<file path="src/sv/bid_pkg.sv">
// Shared types and constants for the bounded indexed deque.
// No dependencies; every other file refers to this package by scoped name.
package bid_pkg;

  localparam int OP_W    = 3;
  localparam int POS_W   = 5;
  localparam int WORD_W  = 32;
  localparam int CNT_O_W = 5;
  localparam int ST_W    = 2;
  localparam int CFG_W   = 5;
  localparam int ADDR_W  = 2;
  localparam int PDATA_W = 32;

  // request opcodes
  localparam logic [OP_W-1:0] OP_INSERT     = 3'd0;
  localparam logic [OP_W-1:0] OP_PUSH_BACK  = 3'd1;
  localparam logic [OP_W-1:0] OP_PUSH_FRONT = 3'd2;
  localparam logic [OP_W-1:0] OP_REMOVE     = 3'd3;
  localparam logic [OP_W-1:0] OP_POP_BACK   = 3'd4;
  localparam logic [OP_W-1:0] OP_POP_FRONT  = 3'd5;

  // result status codes
  localparam logic [ST_W-1:0] ST_OK   = 2'd0;
  localparam logic [ST_W-1:0] ST_FULL = 2'd1;
  localparam logic [ST_W-1:0] ST_BAD  = 2'd2;

  // register map
  localparam logic [ADDR_W-1:0] REG_MAX_ENTRIES   = 2'd0;
  localparam logic [CFG_W-1:0]  MAX_ENTRIES_RESET = 5'd16;

  typedef struct packed {
    logic [OP_W-1:0]   opcode;
    logic [POS_W-1:0]  position;
    logic [WORD_W-1:0] data_in;
  } req_t;

  typedef struct packed {
    logic [ST_W-1:0]    status;
    logic [WORD_W-1:0]  data_out;
    logic [CNT_O_W-1:0] count;
  } res_t;

endpackage

</file>
<file path="src/sv/bounded_indexed_deque.sv">
// Bounded deque with indexed insert/remove: request and result registers
// around bid_core, plus the bid_cfg register port. Depends on bid_pkg.
// Each accepted item passes the request register, then the result register; its result
//   is on the ports (done high) for one cycle.
// Throughput: one item per cycle; busy is never raised, all shifting is parallel.
// Reset (rst, synchronous): list empty, max_entries 16, no result pending.
module bounded_indexed_deque #(
  parameter int CAPACITY   = 16,
  parameter int DATA_WIDTH = 32
) (
  input  logic                            clk,
  input  logic                            rst,
  input  logic                            start,
  output logic                            busy,
  input  logic [bid_pkg::OP_W-1:0]        opcode,
  input  logic [bid_pkg::POS_W-1:0]       position,
  input  logic [bid_pkg::WORD_W-1:0]      data_in,
  output logic                            done,
  output logic [bid_pkg::ST_W-1:0]        status,
  output logic [bid_pkg::WORD_W-1:0]      data_out,
  output logic [bid_pkg::CNT_O_W-1:0]     count,
  input  logic                            psel,
  input  logic                            penable,
  input  logic                            pwrite,
  input  logic [bid_pkg::ADDR_W-1:0]      paddr,
  input  logic [bid_pkg::PDATA_W-1:0]     pwdata,
  output logic [bid_pkg::PDATA_W-1:0]     prdata,
  output logic                            pready
);

  logic                      req_valid;
  bid_pkg::req_t             req;
  bid_pkg::res_t             res;
  logic [bid_pkg::CFG_W-1:0] max_entries;

  assign busy = 1'b0;

  bid_cfg u_cfg (
    .clk         (clk),
    .rst         (rst),
    .psel        (psel),
    .penable     (penable),
    .pwrite      (pwrite),
    .paddr       (paddr),
    .pwdata      (pwdata),
    .prdata      (prdata),
    .pready      (pready),
    .max_entries (max_entries)
  );

  bid_core #(
    .CAPACITY   (CAPACITY),
    .DATA_WIDTH (DATA_WIDTH)
  ) u_core (
    .clk         (clk),
    .rst         (rst),
    .req_valid   (req_valid),
    .req         (req),
    .max_entries (max_entries),
    .res         (res)
  );

  // request register
  always_ff @(posedge clk) begin
    if (rst) begin
      req_valid <= 1'b0;
    end else begin
      req_valid <= start && !busy;
    end
  end

  always_ff @(posedge clk) begin
    if (start && !busy) begin
      req.opcode   <= opcode;
      req.position <= position;
      req.data_in  <= data_in;
    end
  end

  // result register
  always_ff @(posedge clk) begin
    if (rst) begin
      done <= 1'b0;
    end else begin
      done <= req_valid;
    end
  end

  always_ff @(posedge clk) begin
    if (req_valid) begin
      status   <= res.status;
      data_out <= res.data_out;
      count    <= res.count;
    end
  end

endmodule

</file>
<file path="src/sv/bid_cfg.sv">
// APB-style register block holding max_entries.
// Depends on bid_pkg for widths, the register map and the reset value.
module bid_cfg (
  input  logic                          clk,
  input  logic                          rst,
  input  logic                          psel,
  input  logic                          penable,
  input  logic                          pwrite,
  input  logic [bid_pkg::ADDR_W-1:0]    paddr,
  input  logic [bid_pkg::PDATA_W-1:0]   pwdata,
  output logic [bid_pkg::PDATA_W-1:0]   prdata,
  output logic                          pready,
  output logic [bid_pkg::CFG_W-1:0]     max_entries
);

  logic wr_en;

  assign pready = 1'b1;
  assign wr_en  = psel && penable && pwrite && pready && (paddr == bid_pkg::REG_MAX_ENTRIES);

  always_ff @(posedge clk) begin
    if (rst) begin
      max_entries <= bid_pkg::MAX_ENTRIES_RESET;
    end else if (wr_en) begin
      max_entries <= pwdata[bid_pkg::CFG_W-1:0];
    end
  end

  always_comb begin
    prdata = '0;
    if (paddr == bid_pkg::REG_MAX_ENTRIES) begin
      prdata = {{(bid_pkg::PDATA_W-bid_pkg::CFG_W){1'b0}}, max_entries};
    end
  end

endmodule

</file>
<file path="src/sv/bid_core.sv">
// Entry array, entry count and the single-pass insert/remove datapath.
// Depends on bid_pkg for the request/result structs, opcodes and status codes.
module bid_core #(
  parameter int CAPACITY   = 16,
  parameter int DATA_WIDTH = 32
) (
  input  logic                      clk,
  input  logic                      rst,
  input  logic                      req_valid,
  input  bid_pkg::req_t             req,
  input  logic [bid_pkg::CFG_W-1:0] max_entries,
  output bid_pkg::res_t             res
);

  localparam int IDX_W = $clog2(CAPACITY);
  localparam int CNT_W = $clog2(CAPACITY + 1);
  // compare width: holds the count, a position and max_entries without loss
  localparam int CMP_W = CNT_W + bid_pkg::POS_W;

  logic [DATA_WIDTH-1:0] entries      [CAPACITY];
  logic [DATA_WIDTH-1:0] entries_next [CAPACITY];
  logic [DATA_WIDTH-1:0] from_below   [CAPACITY];
  logic [DATA_WIDTH-1:0] from_above   [CAPACITY];
  logic [CNT_W-1:0]      entry_count, entry_count_next;

  logic [CMP_W-1:0] cnt_w, pos_w, max_w, cap_w, ins_pos, rem_pos;
  logic             is_ins, is_rem, ins_full, ins_bad, rem_bad, ins_ok, rem_ok;
  logic [DATA_WIDTH-1:0]                   wr_word, rd_word;
  logic [DATA_WIDTH+bid_pkg::WORD_W-1:0]   din_ext;
  logic [DATA_WIDTH+bid_pkg::WORD_W-1:0]   rd_ext;
  logic [CNT_W+bid_pkg::CNT_O_W-1:0]       cnt_ext;

  // neighbor taps for shifting; ends of the array keep their own value
  for (genvar g = 0; g < CAPACITY; g++) begin : g_tap
    if (g == 0) begin : g_first
      assign from_below[g] = entries[g];
    end else begin : g_mid_lo
      assign from_below[g] = entries[g-1];
    end
    if (g == CAPACITY - 1) begin : g_last
      assign from_above[g] = entries[g];
    end else begin : g_mid_hi
      assign from_above[g] = entries[g+1];
    end
  end

  always_comb begin
    cnt_w = CMP_W'(entry_count);
    pos_w = CMP_W'(req.position);
    max_w = CMP_W'(max_entries);
    cap_w = (max_w > CMP_W'(CAPACITY)) ? CMP_W'(CAPACITY) : max_w;

    is_ins = (req.opcode == bid_pkg::OP_INSERT) || (req.opcode == bid_pkg::OP_PUSH_BACK) ||
             (req.opcode == bid_pkg::OP_PUSH_FRONT);
    is_rem = (req.opcode == bid_pkg::OP_REMOVE) || (req.opcode == bid_pkg::OP_POP_BACK) ||
             (req.opcode == bid_pkg::OP_POP_FRONT);

    case (req.opcode)
      bid_pkg::OP_INSERT:    ins_pos = pos_w;
      bid_pkg::OP_PUSH_BACK: ins_pos = cnt_w;
      default:               ins_pos = '0;
    endcase

    case (req.opcode)
      bid_pkg::OP_REMOVE:   rem_pos = pos_w;
      bid_pkg::OP_POP_BACK: rem_pos = cnt_w - CMP_W'(1);
      default:              rem_pos = '0;
    endcase

    ins_full = cnt_w >= cap_w;
    ins_bad  = ins_pos > cnt_w;
    // empty list fails here too, including the wrapped pop-back position
    rem_bad  = (cnt_w == '0) || (rem_pos >= cnt_w);
    ins_ok   = is_ins && !ins_full && !ins_bad;
    rem_ok   = is_rem && !rem_bad;

    din_ext = {{DATA_WIDTH{1'b0}}, req.data_in};
    wr_word = din_ext[DATA_WIDTH-1:0];
    rd_word = entries[rem_pos[IDX_W-1:0]];
    rd_ext  = {{bid_pkg::WORD_W{1'b0}}, rd_word};

    if (ins_ok) begin
      entry_count_next = entry_count + CNT_W'(1);
    end else if (rem_ok) begin
      entry_count_next = entry_count - CNT_W'(1);
    end else begin
      entry_count_next = entry_count;
    end
    cnt_ext = {{bid_pkg::CNT_O_W{1'b0}}, entry_count_next};

    if (is_ins) begin
      res.status = ins_full ? bid_pkg::ST_FULL : (ins_bad ? bid_pkg::ST_BAD : bid_pkg::ST_OK);
    end else if (is_rem) begin
      res.status = rem_bad ? bid_pkg::ST_BAD : bid_pkg::ST_OK;
    end else begin
      res.status = bid_pkg::ST_BAD;
    end
    res.data_out = rem_ok ? rd_ext[bid_pkg::WORD_W-1:0] : '0;
    res.count    = cnt_ext[bid_pkg::CNT_O_W-1:0];
  end

  always_comb begin
    for (int i = 0; i < CAPACITY; i++) begin
      entries_next[i] = entries[i];
      if (ins_ok) begin
        if (CMP_W'(i) == ins_pos) begin
          entries_next[i] = wr_word;
        end else if (CMP_W'(i) > ins_pos) begin
          entries_next[i] = from_below[i];
        end
      end else if (rem_ok && (CMP_W'(i) >= rem_pos)) begin
        entries_next[i] = from_above[i];
      end
    end
  end

  always_ff @(posedge clk) begin
    if (req_valid) begin
      entries <= entries_next;
    end
  end

  always_ff @(posedge clk) begin
    if (rst) begin
      entry_count <= '0;
    end else if (req_valid) begin
      entry_count <= entry_count_next;
    end
  end

endmodule

</file>
<file path="config.mk">
export PLATFORM = sky130hd
export DESIGN_NAME = bounded_indexed_deque
export DESIGN_NICKNAME = d
export VERILOG_FILES = /design/src/sv/bid_pkg.sv /design/src/sv/bounded_indexed_deque.sv /design/src/sv/bid_cfg.sv /design/src/sv/bid_core.sv
export SDC_FILE = /design/constraint.sdc
export NUM_CORES = 2
export LEC_CHECK = 0
export CORE_ASPECT_RATIO = 1.5
export CORE_UTILIZATION = 50
export CTS_BUF_LIST = sky130_fd_sc_hd__clkbuf_4 sky130_fd_sc_hd__clkbuf_8
export CTS_CLUSTER_DIAMETER = 80
export CTS_CLUSTER_SIZE = 8
export DETAILED_ROUTE_END_ITERATION = 10
export DONT_BUFFER_PORTS = 1
export GPL_TIMING_DRIVEN = 0
export PLACE_DENSITY_LB_ADDON = 0.15
export SKIP_CTS_REPAIR_TIMING = 1
export SLEW_MARGIN = 20
export SYNTH_ARGS = -nofsm -noshare
export SYNTH_HDL_FRONTEND = slang
export SYNTH_SLANG_ARGS = --single-unit
</file>
<file path="constraint.sdc">
create_clock -name clk -period 5.9 [get_ports clk]
set_clock_uncertainty 0.2 [all_clocks]
set_input_delay 0.295 -clock clk [delete_from_list [all_inputs] [get_ports clk]]
set_output_delay 0.295 -clock clk [all_outputs]
set_load 0.05 [all_outputs]
</file>
==> results.md <==
* Most common cell after layout, fill and taps aside: nand2_1
* Total Wirelength at 128 mm
* Crit share post-route at 0.994
* Number of DRC markers in iteration 0 at 3,772
* First-pass GRT wire length at 184 mm
* Syn Area/Cell at 10.5 um^2
* Average routed wire per standard cell at 28.8 um
* Port bufs at 0
* Seq cells post-synth at 603
* Largest delay share family, worst path: buffers and inverters
* Mapped Cells at 3,305
* Dpl ws at -0.230 ns
* Worst-path clk slew at 0.07 ns
* Total track usage at 0.356
* Initial DRT Pass Iterations at 10
* Slew headroom at 0.292
* Leak at 13.9 nW
* Post-Layout Cell Count at 4,426
* DRC errors left at 1
* Clk sinks at 603
* Vias/cell at 6.32
* Crit path DAT at 6.09 ns
* Worst R2R End: data_out[5]
* Hold WS at -0.0133 ns
* Power Total at 0.0107 W
* Maximum level of the CTS H-tree at 3
* Post-layout min period at 5.86 ns
* Synth top area share at 0.511
* Distinct cells, synth at 69
* Slowest Stage Delay on Critical Path at 0.71 ns
* Status: complete, but fails checks
* Worst-Margin Slew at 1.05 ns
* Largest net degree at the start of global routing at 42
* Hold Path Stages at 1
* Ys Warns at 0
* Top cells by area, synth: edfxtp_1 (51%), mux2i_1 (15%), nand2_1 (8.8%), o21ai_0 (4.8%), a211oi_1 (2.1%)
* Setup violations, final at 0
* Area Overhead vs Synth at 11.3%
* Critical R2R Launch: u_core.entry_count[0]
* Area leader, netlist: edfxtp_1
* Highest net fanout along the worst path at 10
* Final instance area at 0.0386 mm^2
* Reg area at 0.0180 mm^2
* CTS buffer count at 85
* Grt ovf at 0
* EDFF count, synth at 591
* Final GP Congestion at 0.963
* Fin. max-slew vios at 0
* Multi-input gate area at 0.0153 mm^2
* WP data required at 6.13 ns
* HP Class: primary input to flop
* Synth Flop Type: edfxtp_1
* Worst VDD drop at 193 uV
* Register area share after synthesis at 0.518
* Starting Density at 0.509
* DP HPWL at 98.0 mm
* Placed Cells at 4,246
* Commonest non-fill, non-tap cells in the layout: nand2_1 (811), edfxtp_1 (591), mux2i_1 (522)
* Area after DPL at 0.0365 mm^2
* Fmax at 0.171 GHz
* Worst hold start: data_in[22]
* P per Cell Area at 276 mW/mm^2
* CP max stage cell: or4_1
* Worst Hold Path EP: req[22]
* # IOs at 154
* DIE HEIGHT at 325 um
* Vias in the first global route at 27,600
* CP endpoint kind: flop
* Final Net Count at 3,609
* CTS Root Cell: clkbuf_8
* Worst skew pair latency at 0.75 ns
* Mapped Area at 0.0347 mm^2
* Remaining antenna violation count at 0
* Failing checks: design-rule violations, negative hold slack
* Initial antenna violation count at 10
* R2R Setup Slk at 0.04 ns
* Cells along the critical path: clkbuf_1, inv_1, ha_1, xor2_1, a22oi_4, inv_2, buf_2, clkbuf_4, ha_1, o21ai_0, o21a_1, o211a_2, nand3_1, clkbuf_1, a311oi_1, or4_1
* Routed vias at 28,000
* Final worst setup slack at 0.0351 ns
* Nature of the critical path startpoint: flop
* Max cap viols at 0
* Fillers at 6,026
* RSZ-0062 raised after global routing: false
* Rows at 117
* Core box area at 0.0682 mm^2
* CTS max path bufs at 3
* Die Wd at 217 um
* Path depth of the worst reg2reg path at 16
* CP Buf/Inv Count at 6
* Die area at 0.0705 mm^2
* Final Hold Fails at 4
* CTS tree: yes
* Kind of critical path: flop to flop
* Share of cells above drive strength 1 at 0.110
* Post-synthesis async set-or-reset flop share at 0
==> how the worst max path moves through the flow <==
stage,start,to,slack (ns),cells after the start
finish,u_core.entry_count[0],data_out[5],0.04,16
global route,u_core.entry_count[0],data_out[2],0.03,16
CTS,u_core.entry_count[0],u_core.entries[182],-0.28,16
detailed placement,u_core.entry_count[0],u_core.entries[138],-0.23,16
global placement,u_core.entry_count[0],u_core.entries[106],-2.93,13
floorplan,req[37],u_core.entries[32],0.51,17
==> final cells by class <==
class,count,area share
Tap cell,892,0.0289
Timing Repair Buffer,93,0.0309
Clock buffer,102,0.0339
Buffer,323,0.0417
Sequential cell,603,0.466
Multi-Input combinational cell,2390,0.396
Clock inverter,5,0.00107
Inverter,16,0.00162
Antenna cell,2,0.000130
==> synth_stat cells (all sizes together) (3+ instances only) <==
library cell    n
nand2         812
edfxtp        591
mux2i         522
o21ai         457
clkbuf        194
a211oi        129
buf           129
and2           76
and3           66
a311oi         64
mux2           36
nor2           36
or4            32
ha             17
inv            16
a21oi          15
nor3           14
dfxtp          12
nand3           7
a22oi           6
o22ai           6
nor2b           5
or3             5
xnor2           5
a21o            4
a31oi           4
nand2b          4
nor3b           4
a32oi           3
o31ai           3
==> logic make-up after synthesis <==
kind of cell,after synthesis,share of synthesized area
other,2,0.000216
muxes,558,0.162
buffers and inverters,339,0.0480
DFF,603,0.518
adders and majority gates,17,0.00613
AOI/OAI and AO/OA,709,0.127
and+or+nand+nor,1071,0.137
xor gates and xnor gates,6,0.00151
==> report_power, final <==
group	leakage, nW	switching, W	internal (W)	total (W)
Clock	0.701	0.00166	0.00142	0.00308
Combinational	7.65	0.00159	0.000663	0.00225
Sequential	5.53	0.000244	0.00508	0.00532
Total	13.9	0.00349	0.00716	0.0107
==> sequential cells by signal, summed over array words and instances, names as in the netlist <==
register            count
req                    40
count                   5
req_valid               1
status                  2
data_out               32
u_core.entry_count      5
done                    1
u_core.entries        512
u_cfg.max_entries       5
==> worst reg2reg max path: cells and delay by family, from the launching register on <==
kind                       cells  cell delay, ns
adders and majority gates      2            0.64
DFF                            1            0.46
AOI/OAI and AO/OA              5            1.23
xor gates and xnor gates       1            0.19
and+or+nand+nor                2            0.98
buffers and inverters          6            1.89
==> metrics by stage <==
stage           util  setup TNS, ns
3_3_place_gp   0.527        -779.96
3_5_place_dp   0.535         -17.76
4_1_cts        0.555         -21.20
2_1_floorplan      -              0
6_report       0.566              0
5_1_grt        0.566              0
==> per-layer routing <==
layer  vias up  GRT usage  routed length [um]
met5         -          0                  13
met4         2      0.154                5160
met3       313     0.0498               10400
met2      1669      0.597               62500
met1     13600      0.456               49600
li1      12400          -                   -
Note: power is estimated with default switching activity, not from simulation.
